===== src/hw/rtl/gmdv_pkg.sv =====
package gmdv_pkg;

    localparam int FIELD_W              = 7;
    localparam int MAX_VERTICES_DEFAULT = 64;
    localparam logic [FIELD_W-1:0] VERTEX_COUNT_RESET = 7'd64;

    typedef enum logic [1:0] {
        KIND_ADD   = 2'd0,
        KIND_QUERY = 2'd1,
        KIND_CLEAR = 2'd2
    } kind_t;

    typedef enum logic [1:0] {
        ST_IDLE  = 2'd0,
        ST_SCAN  = 2'd1,
        ST_DRAIN = 2'd2,
        ST_DONE  = 2'd3
    } state_t;

    typedef struct packed {
        logic add_en;
        logic clear_en;
        logic shift_en;
    } cell_ctrl_t;

    typedef struct packed {
        logic clear_en;
        logic sample_en;
    } rank_ctrl_t;

endpackage


===== src/hw/rtl/gmdv_cell.sv =====
module gmdv_cell
    import gmdv_pkg::*;
#(
    parameter int NV         = MAX_VERTICES_DEFAULT,
    parameter int CELL_INDEX = 0
) (
    input  logic                  clk,
    input  logic                  rst_n,
    input  cell_ctrl_t            ctrl,
    input  logic [$clog2(NV)-1:0] a_idx,
    input  logic [$clog2(NV)-1:0] b_idx,
    input  logic [NV-1:0]         row_in,
    output logic [NV-1:0]         row_out
);

    localparam int IW = $clog2(NV);

    logic [NV-1:0] row_reg;
    logic [NV-1:0] row_next;
    logic [NV-1:0] hit;
    logic          own_a;
    logic          own_b;

    assign own_a = (a_idx == IW'(CELL_INDEX));
    assign own_b = (b_idx == IW'(CELL_INDEX));

    always_comb
    begin
        for (int c = 0; c < NV; c++)
        begin
            hit[c] = (own_a && (b_idx == IW'(c))) || (own_b && (a_idx == IW'(c)));
        end
    end

    always_comb
    begin
        row_next = row_reg;
        if (ctrl.clear_en)
        begin
            row_next = '0;
        end
        else if (ctrl.shift_en)
        begin
            row_next = row_in;
        end
        else if (ctrl.add_en)
        begin
            row_next = row_reg | hit;
        end
    end

    always_ff @(posedge clk or negedge rst_n)
    begin
        if (!rst_n)
        begin
            row_reg <= '0;
        end
        else
        begin
            row_reg <= row_next;
        end
    end

    assign row_out = row_reg;

endmodule


===== config.mk =====
export PLATFORM = sky130hd
export DESIGN_NAME = gmdv_cell
export DESIGN_NICKNAME = d
export VERILOG_FILES = /design/src/hw/rtl/gmdv_pkg.sv /design/src/hw/rtl/gmdv_cell.sv
export SDC_FILE = /design/constraint.sdc
export NUM_CORES = 1
export LEC_CHECK = 0
export ABC_AREA = 1
export BUFFER_PORTS_ARGS = -buffer_cell sky130_fd_sc_hd__buf_4
export CAP_MARGIN = 20
export CORE_ASPECT_RATIO = 1.4
export CORE_MARGIN = 3
export CORE_UTILIZATION = 50
export CTS_CLUSTER_DIAMETER = 100
export CTS_CLUSTER_SIZE = 25
export DETAILED_ROUTE_END_ITERATION = 12
export MAX_ROUTING_LAYER = met4
export PLACE_DENSITY_LB_ADDON = 0.08
export SLEW_MARGIN = 30
export SYNTH_ARGS = -nofsm -noshare
export SYNTH_HDL_FRONTEND = slang
export SYNTH_SLANG_ARGS = --single-unit

===== constraint.sdc =====
create_clock -name clk -period 1.3 [get_ports clk]
set_input_delay 0.065 -clock clk [delete_from_list [all_inputs] [get_ports clk]]
set_output_delay 0.065 -clock clk [all_outputs]
set_load 0.01 [all_outputs]

==> metrics.md <==
| Metric | Value |
|---|---|
| Status | completed |
| 1st-pass router iterations | 8 |
| Hold Path Stages | 5 |
| Crit-path cells | buf_4 |
| Element type at the critical path end | output pin |
| Worst Setup Path Type | reg -> out |
| CP max stage delay | 0.42 ns |
| Cells after Synth | 855 |
| CTS tree | yes |
| Cell with the biggest individual delay on the critical path | dfrtp_1 |
| CTS max path bufs | 2 |
| R2r setup slk | 0.43 ns |
| CP Max Fanout | 3 |
| Die X | 91.5 microns |
| Number of buffers created by CTS | 9 |
| Initial antenna violation count | 0 |
| Gp weighted congestion | 1.03 |
| Die area | 11500 sq um |
| Syn nets | 936 |
| Worst endpoint required time | 1.24 ns |
| # IOs | 145 |
| RSZ-0062 raised after global routing | false |
| Clock transition at path regs | 0.05 ns |
| Starting Density | 0.514 |
| Final core occ | 0.669 |
| Critical path arrival | 0.92 ns |
| Tmin final | 0.989 ns |
| CTS resizes | 0 |
| Buffers & Inverters on Critical Path | 1 |
| First-pass GRT wire length | 29.1 mm |
| Hold Vio Cnt, Final | 0 |
| DP Worst Slack | 0.00737 ns |
| Layout cells sized above 1 | 0.237 |
| Total Wirelength | 18.3 mm |
| Area growth syn-to-layout | 30.1% |
| Core Rows | 43 |
| Die H | 126 microns |
| Number of flip-flops in the largest register | 64 |
| Setup TNS | 0 ns |
| Clk sinks | 64 |
| Peak Freq | 1010 MHz |
| GR Util All Layers | 0.329 |
| H-tree levels | 3 |
| Routed Antenna Nets | 0 |
| Final setup viols | 0 |
| Area of the core | 9950 sq um |
| Reg2Reg Launch Point | row_out[41] |
| Worst Hold Launch | row_in[34] |
| DRC violations left | 0 |
| YS warnings | 0 |
| Worst Skew | 0 ns |
| # diodes | 0 |
| Yosys cell types | 25 |
| Top delay family on crit path | flip-flops |
| HPWL reported at the end of detailed placement | 14.1 mm |
| Final hold slack | 0.0564 ns |
| Final period util | 0.761 |
| LEAKAGE | 0.00363 uW |
| Port Buffer Count | 144 |
| HP Class | in -> reg |
| Max Cap Viol | 0 |
| Nets | 1079 |
| Routed vias/inst | 5.29 |
| Worst-Margin Slew | 0.393 ns |
| DR WL/cell | 16.1 microns |
| Via Count | 6018 |
| Clock root cell | clkbuf_16 |
| Later-pin clock latency in the skew report | 0.33 ns |
| Max Slew Vio Count | 0 |
| Remaining global-route overflow | 0 |
| Starting DRT DRC Count | 577 |
| Cell Area, Synth | 5120 sq um |
| Slew margin rel. | 0.737 |
| Synth Register Bits | 64 |
| Peak VDD IR | 0.000645 V |
| Pwr Density | 883 nW/um^2 |
| Sequential cell area fraction in the yosys report | 0.313 |
| Worst R2R Path Depth | 4 |
| RR Endpoint | row_out[41] |
| CP Launch Type | register |
| Avg Cell Area, Syn | 5.98 sq um |
| Hold EP | row_out[34] |
| Vias in the first global route | 5921 |
| Fill cell count | 886 |
| Largest net degree at the start of global routing | 43 |
| Setup slack after layout | 0.311 ns |
-- placed cells by master, fill, tap and decap left out, types with 3 or more instances in the layout --
cell / instances
nor2_4: 4
inv_2: 3
nand2_2: 23
nor2_1: 266
buf_4: 165
clkinv_2: 3
inv_1: 43
buf_12: 10
dfrtp_1: 64
nand2_1: 271
nand3_2: 13
clkbuf_16: 9
nand3_1: 112
-- how the worst max path moves through the flow --
stage | depth (start not counted) | endpoint | start | slack, ns
3_3_place_gp | 8 | row_out[23] | a_idx[3] | 0.04
4_1_cts | 1 | row_out[51] | row_out[51] | 0.31
5_1_grt | 9 | row_out[0] | b_idx[1] | 0.25
3_5_place_dp | 9 | row_out[0] | b_idx[1] | 0.007
2_1_floorplan | 6 | row_out[35] | ctrl[0] | 0.30
6_report | 1 | row_out[51] | row_out[51] | 0.31
-- per-layer routing --
metal | GRT usage | vias up | wire, microns
met3 | 0.0484 | 67 | 1100
met5 | - | - | 0
met4 | 0.179 | 0 | 1010
met2 | 0.558 | 272 | 9220
met1 | 0.371 | 2771 | 6970
li1 | - | 2908 | -
-- logic make-up after synthesis --
group           Yosys count  synth area share
simple gates            696             0.582
buf+inv                  92             0.102
flops                    64             0.313
compound gates            3           0.00367
-- synthesized netlist by cell type (all sizes together) --
cell type     instances  area share
nand2               294        0.23
nor2                274        0.21
nand3               125        0.13
dfrtp                64        0.31
inv                  46       0.034
buf                  24       0.039
clkbuf               16       0.018
dlymetal6s2s          4      0.0098
clkinv                2      0.0015
nor3                  2      0.0042
o21ai                 2      0.0027
a21oi                 1     0.00098
nand4                 1      0.0012
-- worst register-to-register path, delay by kind of cell, from the launching register on --
family        cells  cell delay (ns)
simple gates      4             0.36
flops             1             0.40
-- power by group --
part / switching, uW / internal, uW
Clock: 899 / 1270
Combinational: 800 / 638
Sequential: 132 / 2140
Total: 1830 / 4050
-- timing repair --
action                     4_1_cts  5_1_grt
setup endpoints to repair        0        0
setup buffers                    0        0
hold buffers                     1        0
hold endpoints to repair        64        0
-- layout make-up --
cell class / instances / area (sq um) / share of cell area
Multi-Input combinational cell: 699 / 3000 / 0.451
Clock inverter: 4 / 22.5 / 0.00338
Clock buffer: 11 / 233 / 0.0350
Tap cell: 135 / 169 / 0.0254
Inverter: 48 / 180 / 0.0271
Sequential cell: 64 / 1600 / 0.241
Timing Repair Buffer: 176 / 1450 / 0.218
-- per-stage QoR --
step / area [sq um] / cells / power, uW
global route: 6660 / 1137 / 6140
finish: 6660 / 1137 / 5880
floorplan: 5120 / 855 / 3010
CTS: 6660 / 1137 / 5900
detailed placement: 6390 / 1121 / 3740
global placement: 6390 / 1121 / 3700
No activity file was read; power rests on OpenSTA's default activity.
