`src/hw/rtl/gmdv_pkg.sv`:
```
package gmdv_pkg;

    localparam int FIELD_W              = 7;
    localparam int MAX_VERTICES_DEFAULT = 64;
    localparam logic [FIELD_W-1:0] VERTEX_COUNT_RESET = 7'd64;

    typedef enum logic [1:0] {
        KIND_ADD   = 2'd0,
        KIND_QUERY = 2'd1,
        KIND_CLEAR = 2'd2
    } kind_t;

    typedef enum logic [1:0] {
        ST_IDLE  = 2'd0,
        ST_SCAN  = 2'd1,
        ST_DRAIN = 2'd2,
        ST_DONE  = 2'd3
    } state_t;

    typedef struct packed {
        logic add_en;
        logic clear_en;
        logic shift_en;
    } cell_ctrl_t;

    typedef struct packed {
        logic clear_en;
        logic sample_en;
    } rank_ctrl_t;

endpackage

```
`src/hw/rtl/gmdv_rank.sv`:
```
module gmdv_rank
    import gmdv_pkg::*;
#(
    parameter int NV = MAX_VERTICES_DEFAULT
) (
    input  logic                    clk,
    input  logic                    rst_n,
    input  rank_ctrl_t              ctrl,
    input  logic [NV-1:0]           row,
    input  logic [NV-1:0]           col_mask,
    input  logic [$clog2(NV)-1:0]   row_idx,
    output logic [$clog2(NV+1)-1:0] best_vertex,
    output logic [$clog2(NV+1)-1:0] best_degree
);

    localparam int IW = $clog2(NV);
    localparam int DW = $clog2(NV + 1);

    logic          ok_reg;
    logic [DW-1:0] deg_reg;
    logic [IW-1:0] idx_reg;
    logic [DW-1:0] best_deg_reg;
    logic [DW-1:0] best_deg_next;
    logic [DW-1:0] best_v_reg;
    logic [DW-1:0] best_v_next;

    // first stage: degree of the row at the head of the chain
    always_ff @(posedge clk or negedge rst_n)
    begin
        if (!rst_n)
        begin
            ok_reg <= 1'b0;
        end
        else
        begin
            ok_reg <= ctrl.sample_en;
        end
    end

    always_ff @(posedge clk)
    begin
        deg_reg <= DW'($countones(row & col_mask));
        idx_reg <= row_idx;
    end

    // second stage: keep the first strictly greater degree
    always_comb
    begin
        best_deg_next = best_deg_reg;
        best_v_next   = best_v_reg;
        if (ctrl.clear_en)
        begin
            best_deg_next = '0;
            best_v_next   = '0;
        end
        else if (ok_reg && (deg_reg > best_deg_reg))
        begin
            best_deg_next = deg_reg;
            best_v_next   = DW'(idx_reg) + DW'(1);
        end
    end

    always_ff @(posedge clk or negedge rst_n)
    begin
        if (!rst_n)
        begin
            best_deg_reg <= '0;
            best_v_reg   <= '0;
        end
        else
        begin
            best_deg_reg <= best_deg_next;
            best_v_reg   <= best_v_next;
        end
    end

    assign best_vertex = best_v_reg;
    assign best_degree = best_deg_reg;

endmodule

```
`config.mk`:
```
export PLATFORM = sky130hd
export DESIGN_NAME = gmdv_rank
export DESIGN_NICKNAME = d
export VERILOG_FILES = /design/src/hw/rtl/gmdv_pkg.sv /design/src/hw/rtl/gmdv_rank.sv
export SDC_FILE = /design/constraint.sdc
export NUM_CORES = 1
export LEC_CHECK = 0
export ABC_AREA = 1
export BUFFER_PORTS_ARGS = -buffer_cell sky130_fd_sc_hd__buf_2
export CAP_MARGIN = 25
export CORE_ASPECT_RATIO = 1.25
export CORE_MARGIN = 4
export CORE_UTILIZATION = 50
export DETAILED_ROUTE_END_ITERATION = 7
export HOLD_SLACK_MARGIN = 0.1
export PLACE_DENSITY = 0.85
export SLEW_MARGIN = 0
export SYNTH_ARGS = -nofsm -noshare
export SYNTH_HDL_FRONTEND = slang
export SYNTH_SLANG_ARGS = --single-unit
```
`constraint.sdc`:
```
create_clock -name clk -period 2.51 [get_ports clk]
set_input_delay 0.251 -clock clk [delete_from_list [all_inputs] [get_ports clk]]
set_output_delay 0.251 -clock clk [all_outputs]
set_load 0.03 [all_outputs]
```
==> out/results.tsv <==
stage	metric	value	unit
critical_path	r2r-end	best_degree[3]	
drt	vias_per_cell	4.65	
final_layout	antenna_diode_instance_count	0	
clock_network	cts_htree_levels	1	
min_path	holdCritPathClass	in2reg	
synthesis	synth.distinct_cells	27	
synthesis	netlist.top_cell.by_area	fa_1	
clock_network	cts_max_path_buffers	2	
final_layout	finish.net_count	751	
critical_path	cp.arrival	5450	ps
synthesis	postSynth.asyncResetShare	53.6	%
floorplan	dieArea	7870	sq um
global_route	grt_remaining_overflow	0	
critical_path	cp-start-kind	primary input	
sta	max_clock_freq	189	MHz
placed_design	routabilityCongestion	0.817	
min_path	cells_on_worst_hold_path	4	
drt	wl_per_cell	11.4	microns
drt	vias	2882	
synthesis	synth.cell_area	3260	sq um
global_route	global_route.usage.total	18.4	%
final_layout	fraction_of_final_layout_cells_with_drive_strength_greater_than_1	43.7	%
placed_design	post-place-cells	607	
outcome	run_status	finished with violations	
drt	drt_first_pass_iters	5	
synthesis	syn_nets	583	
sta	final.setup.worst_slack	-2770	ps
global_route	wire_length_of_the_first_global_routing_pass	11900	microns
critical_path	worstSetupPathType	in2reg	
sta	period_minus_slack	5280	ps
critical_path	critical_path.max_fanout	2	
synthesis	post-synth-top-area-fraction	33.2	%
sta	final_hold_viol_count	0	
synthesis	ys_dominant_reg_cell	dfrtp_1	
final_layout	number_of_cells_in_the_finished_layout_apart_from_fillers	620	
sta	actual_transition_at_the_worst_max_transition_pin	527	ps
global_route	maximum_number_of_pins_on_one_net_before_global_route_repair	29	
placed_design	place_ws	-3090	ps
clock_network	clock_sink_count	28	
synthesis	cells_after_synth	368	
synthesis	ys_seq_area_share	19.5	%
outcome	violations	setup timing	
critical_path	setup.worst_path.end_class	flop	
clock_network	cts-buffers-inserted	3	
sta	timing_max_transition_violations_final	0	
placed_design	port_buffers	151	
floorplan	placeableCoreArea	6250	sq um
run	max_cap_viols	0	
drt	drc	0	
synthesis	synthTopCellsByArea	fa_1, inv_1, dfrtp_1, nand2_1, ha_1	
floorplan	placement_rows	32	
sta	timing.slew.headroom	64.8	%
sta	clock_skew	4.46	ps
clock_network	cts_tree	built	
synthesis	yosysWarnings	0	
synthesis	synth-seq-cells	28	
floorplan	fp.dieH	98.2	microns
critical_path	crit_path_start	col_mask[23]	
global_route	antenna_found_initial	0	
sta	report.final.setup_viol	7	
drt	antenna_violating_nets_post_route	0	
critical_path	reg2reg_setup_slack	660	ps
floorplan	num_ports	152	
critical_path	required	2680	ps
clock_network	cts_root_buffer	clkbuf_8	
clock_network	cts.reportedPaths.clkPinSlew	80	ps
floorplan	initial_core_utilization	52.1	%
clock_network	worstSkewPairLatency	270	ps
global_route	first_global_vias	3067	
synthesis	synth_enable_flop_cells	0	
min_path	min-delay-start	col_mask[2]	
sta	setup_repair_after_global_routing_missed_its_margin	yes	
critical_path	worst-r2r-cell-count	8	
critical_path	critPathCapture	deg_reg[6]	
critical_path	timing.rr.start	best_degree[6]	
final_layout	synthToLayoutAreaGrowth	36.0	%
synthesis	leading_post_synthesis_cells_by_instance_count	inv_1, nand2_1, fa_1	
placed_design	half_perimeter_wire_length_of_the_detailed_placement_result	6350	microns
synthesis	synth_area_per_cell	8.85	sq um
synthesis	synth.most_common_cell	inv_1	
drt	routed_wl	7090	microns
floorplan	floorplan.die.width	80.2	microns
sta	period_share	210	%
drt	detailedRoute.firstIterationViolations	73	
-- metrics by stage --
stage                     cell area [sq um]  hold slack (ps)  TNS, ps  utilization, %
final                                  4430              349   -18080            70.9
after global routing                   4430              363   -19060            70.9
after CTS                              4360              365   -18060            69.8
after detailed placement               4190              164   -20360            67.1
after global placement                 4190              162   -19770            67.1
after floorplan                        3320            -44.6   -18220               -
-- worst min-delay path by stage --
stage                      to  slack, ps
6_report           deg_reg[0]        350
5_1_grt            deg_reg[0]        360
4_1_cts            deg_reg[0]        370
3_5_place_dp   best_vertex[1]        160
3_3_place_gp   best_vertex[4]        160
2_1_floorplan  best_degree[0]        -40
-- metal layers --
metal	track usage, %	up-vias	part of all wire, %	routed length (microns)
met5	0	-	0	0
met4	5.33	0	1.8	126
met3	2.03	14	6.1	433
met2	36.9	109	58	4130
met1	19.4	1341	34	2400
li1	-	1418	-	-
-- kinds of logic after synthesis --
logic type,Yosys count,share of synthesized area [%]
compound gates,11,2.50
xor+xnor,5,1.35
fa+ha+maj,77,42.0
buf+inv,109,13.6
flops,28,19.5
simple gates,138,21.0
-- critical path, cell delays in order --
cell and delay (ps):
buf_6 100, nand2_2 60, inv_2 40, fa_1 530, inv_1 50, fa_2 520
inv_2 40, fa_1 490, inv_1 50, fa_1 480, fa_2 550, fa_1 420
fa_1 450, fa_1 510, inv_2 50, ha_4 160, fa_2 370, nand3_2 80
nand2_2 60, a21oi_2 130, o21bai_1 70
-- cell type report --
type,count,area [sq um]
fill,460,1820
tap,85,106
sequential,28,636
inverter,104,390
multi-input combinational,231,2300
clock buffer,4,55.1
timing repair buffer,168,943
-- cell usage in the layout (no fill, tap or decap), types with 3 or more instances in the layout --
master / synthesis / layout
dfxtp_1: 13 / 13
buf_6: 1 / 6
dlygate4sd3_1: 0 / 8
buf_4: 2 / 10
nand2_1: 85 / 77
xor2_1: 3 / 3
nand3_2: 10 / 12
nor2_1: 3 / 3
fa_1: 54 / 43
nand3_1: 9 / 7
inv_2: 2 / 17
nand4_1: 16 / 16
ha_1: 23 / 20
buf_2: 1 / 144
a21oi_1: 4 / 3
nand2_2: 12 / 19
dfrtp_1: 15 / 15
inv_1: 102 / 87
fa_2: 0 / 11
clkbuf_8: 0 / 4
-- timing repair --
item	in CTS	in global routing
setup buffers	1	0
setup endpoints to repair	7	7
pin swaps	9	18
resized for setup	8	27
hold endpoints to repair	22	0
hold buffers	8	0
Power is not shown: default switching activity piles up to over one toggle a cycle in this logic, so the estimate is an artifact.
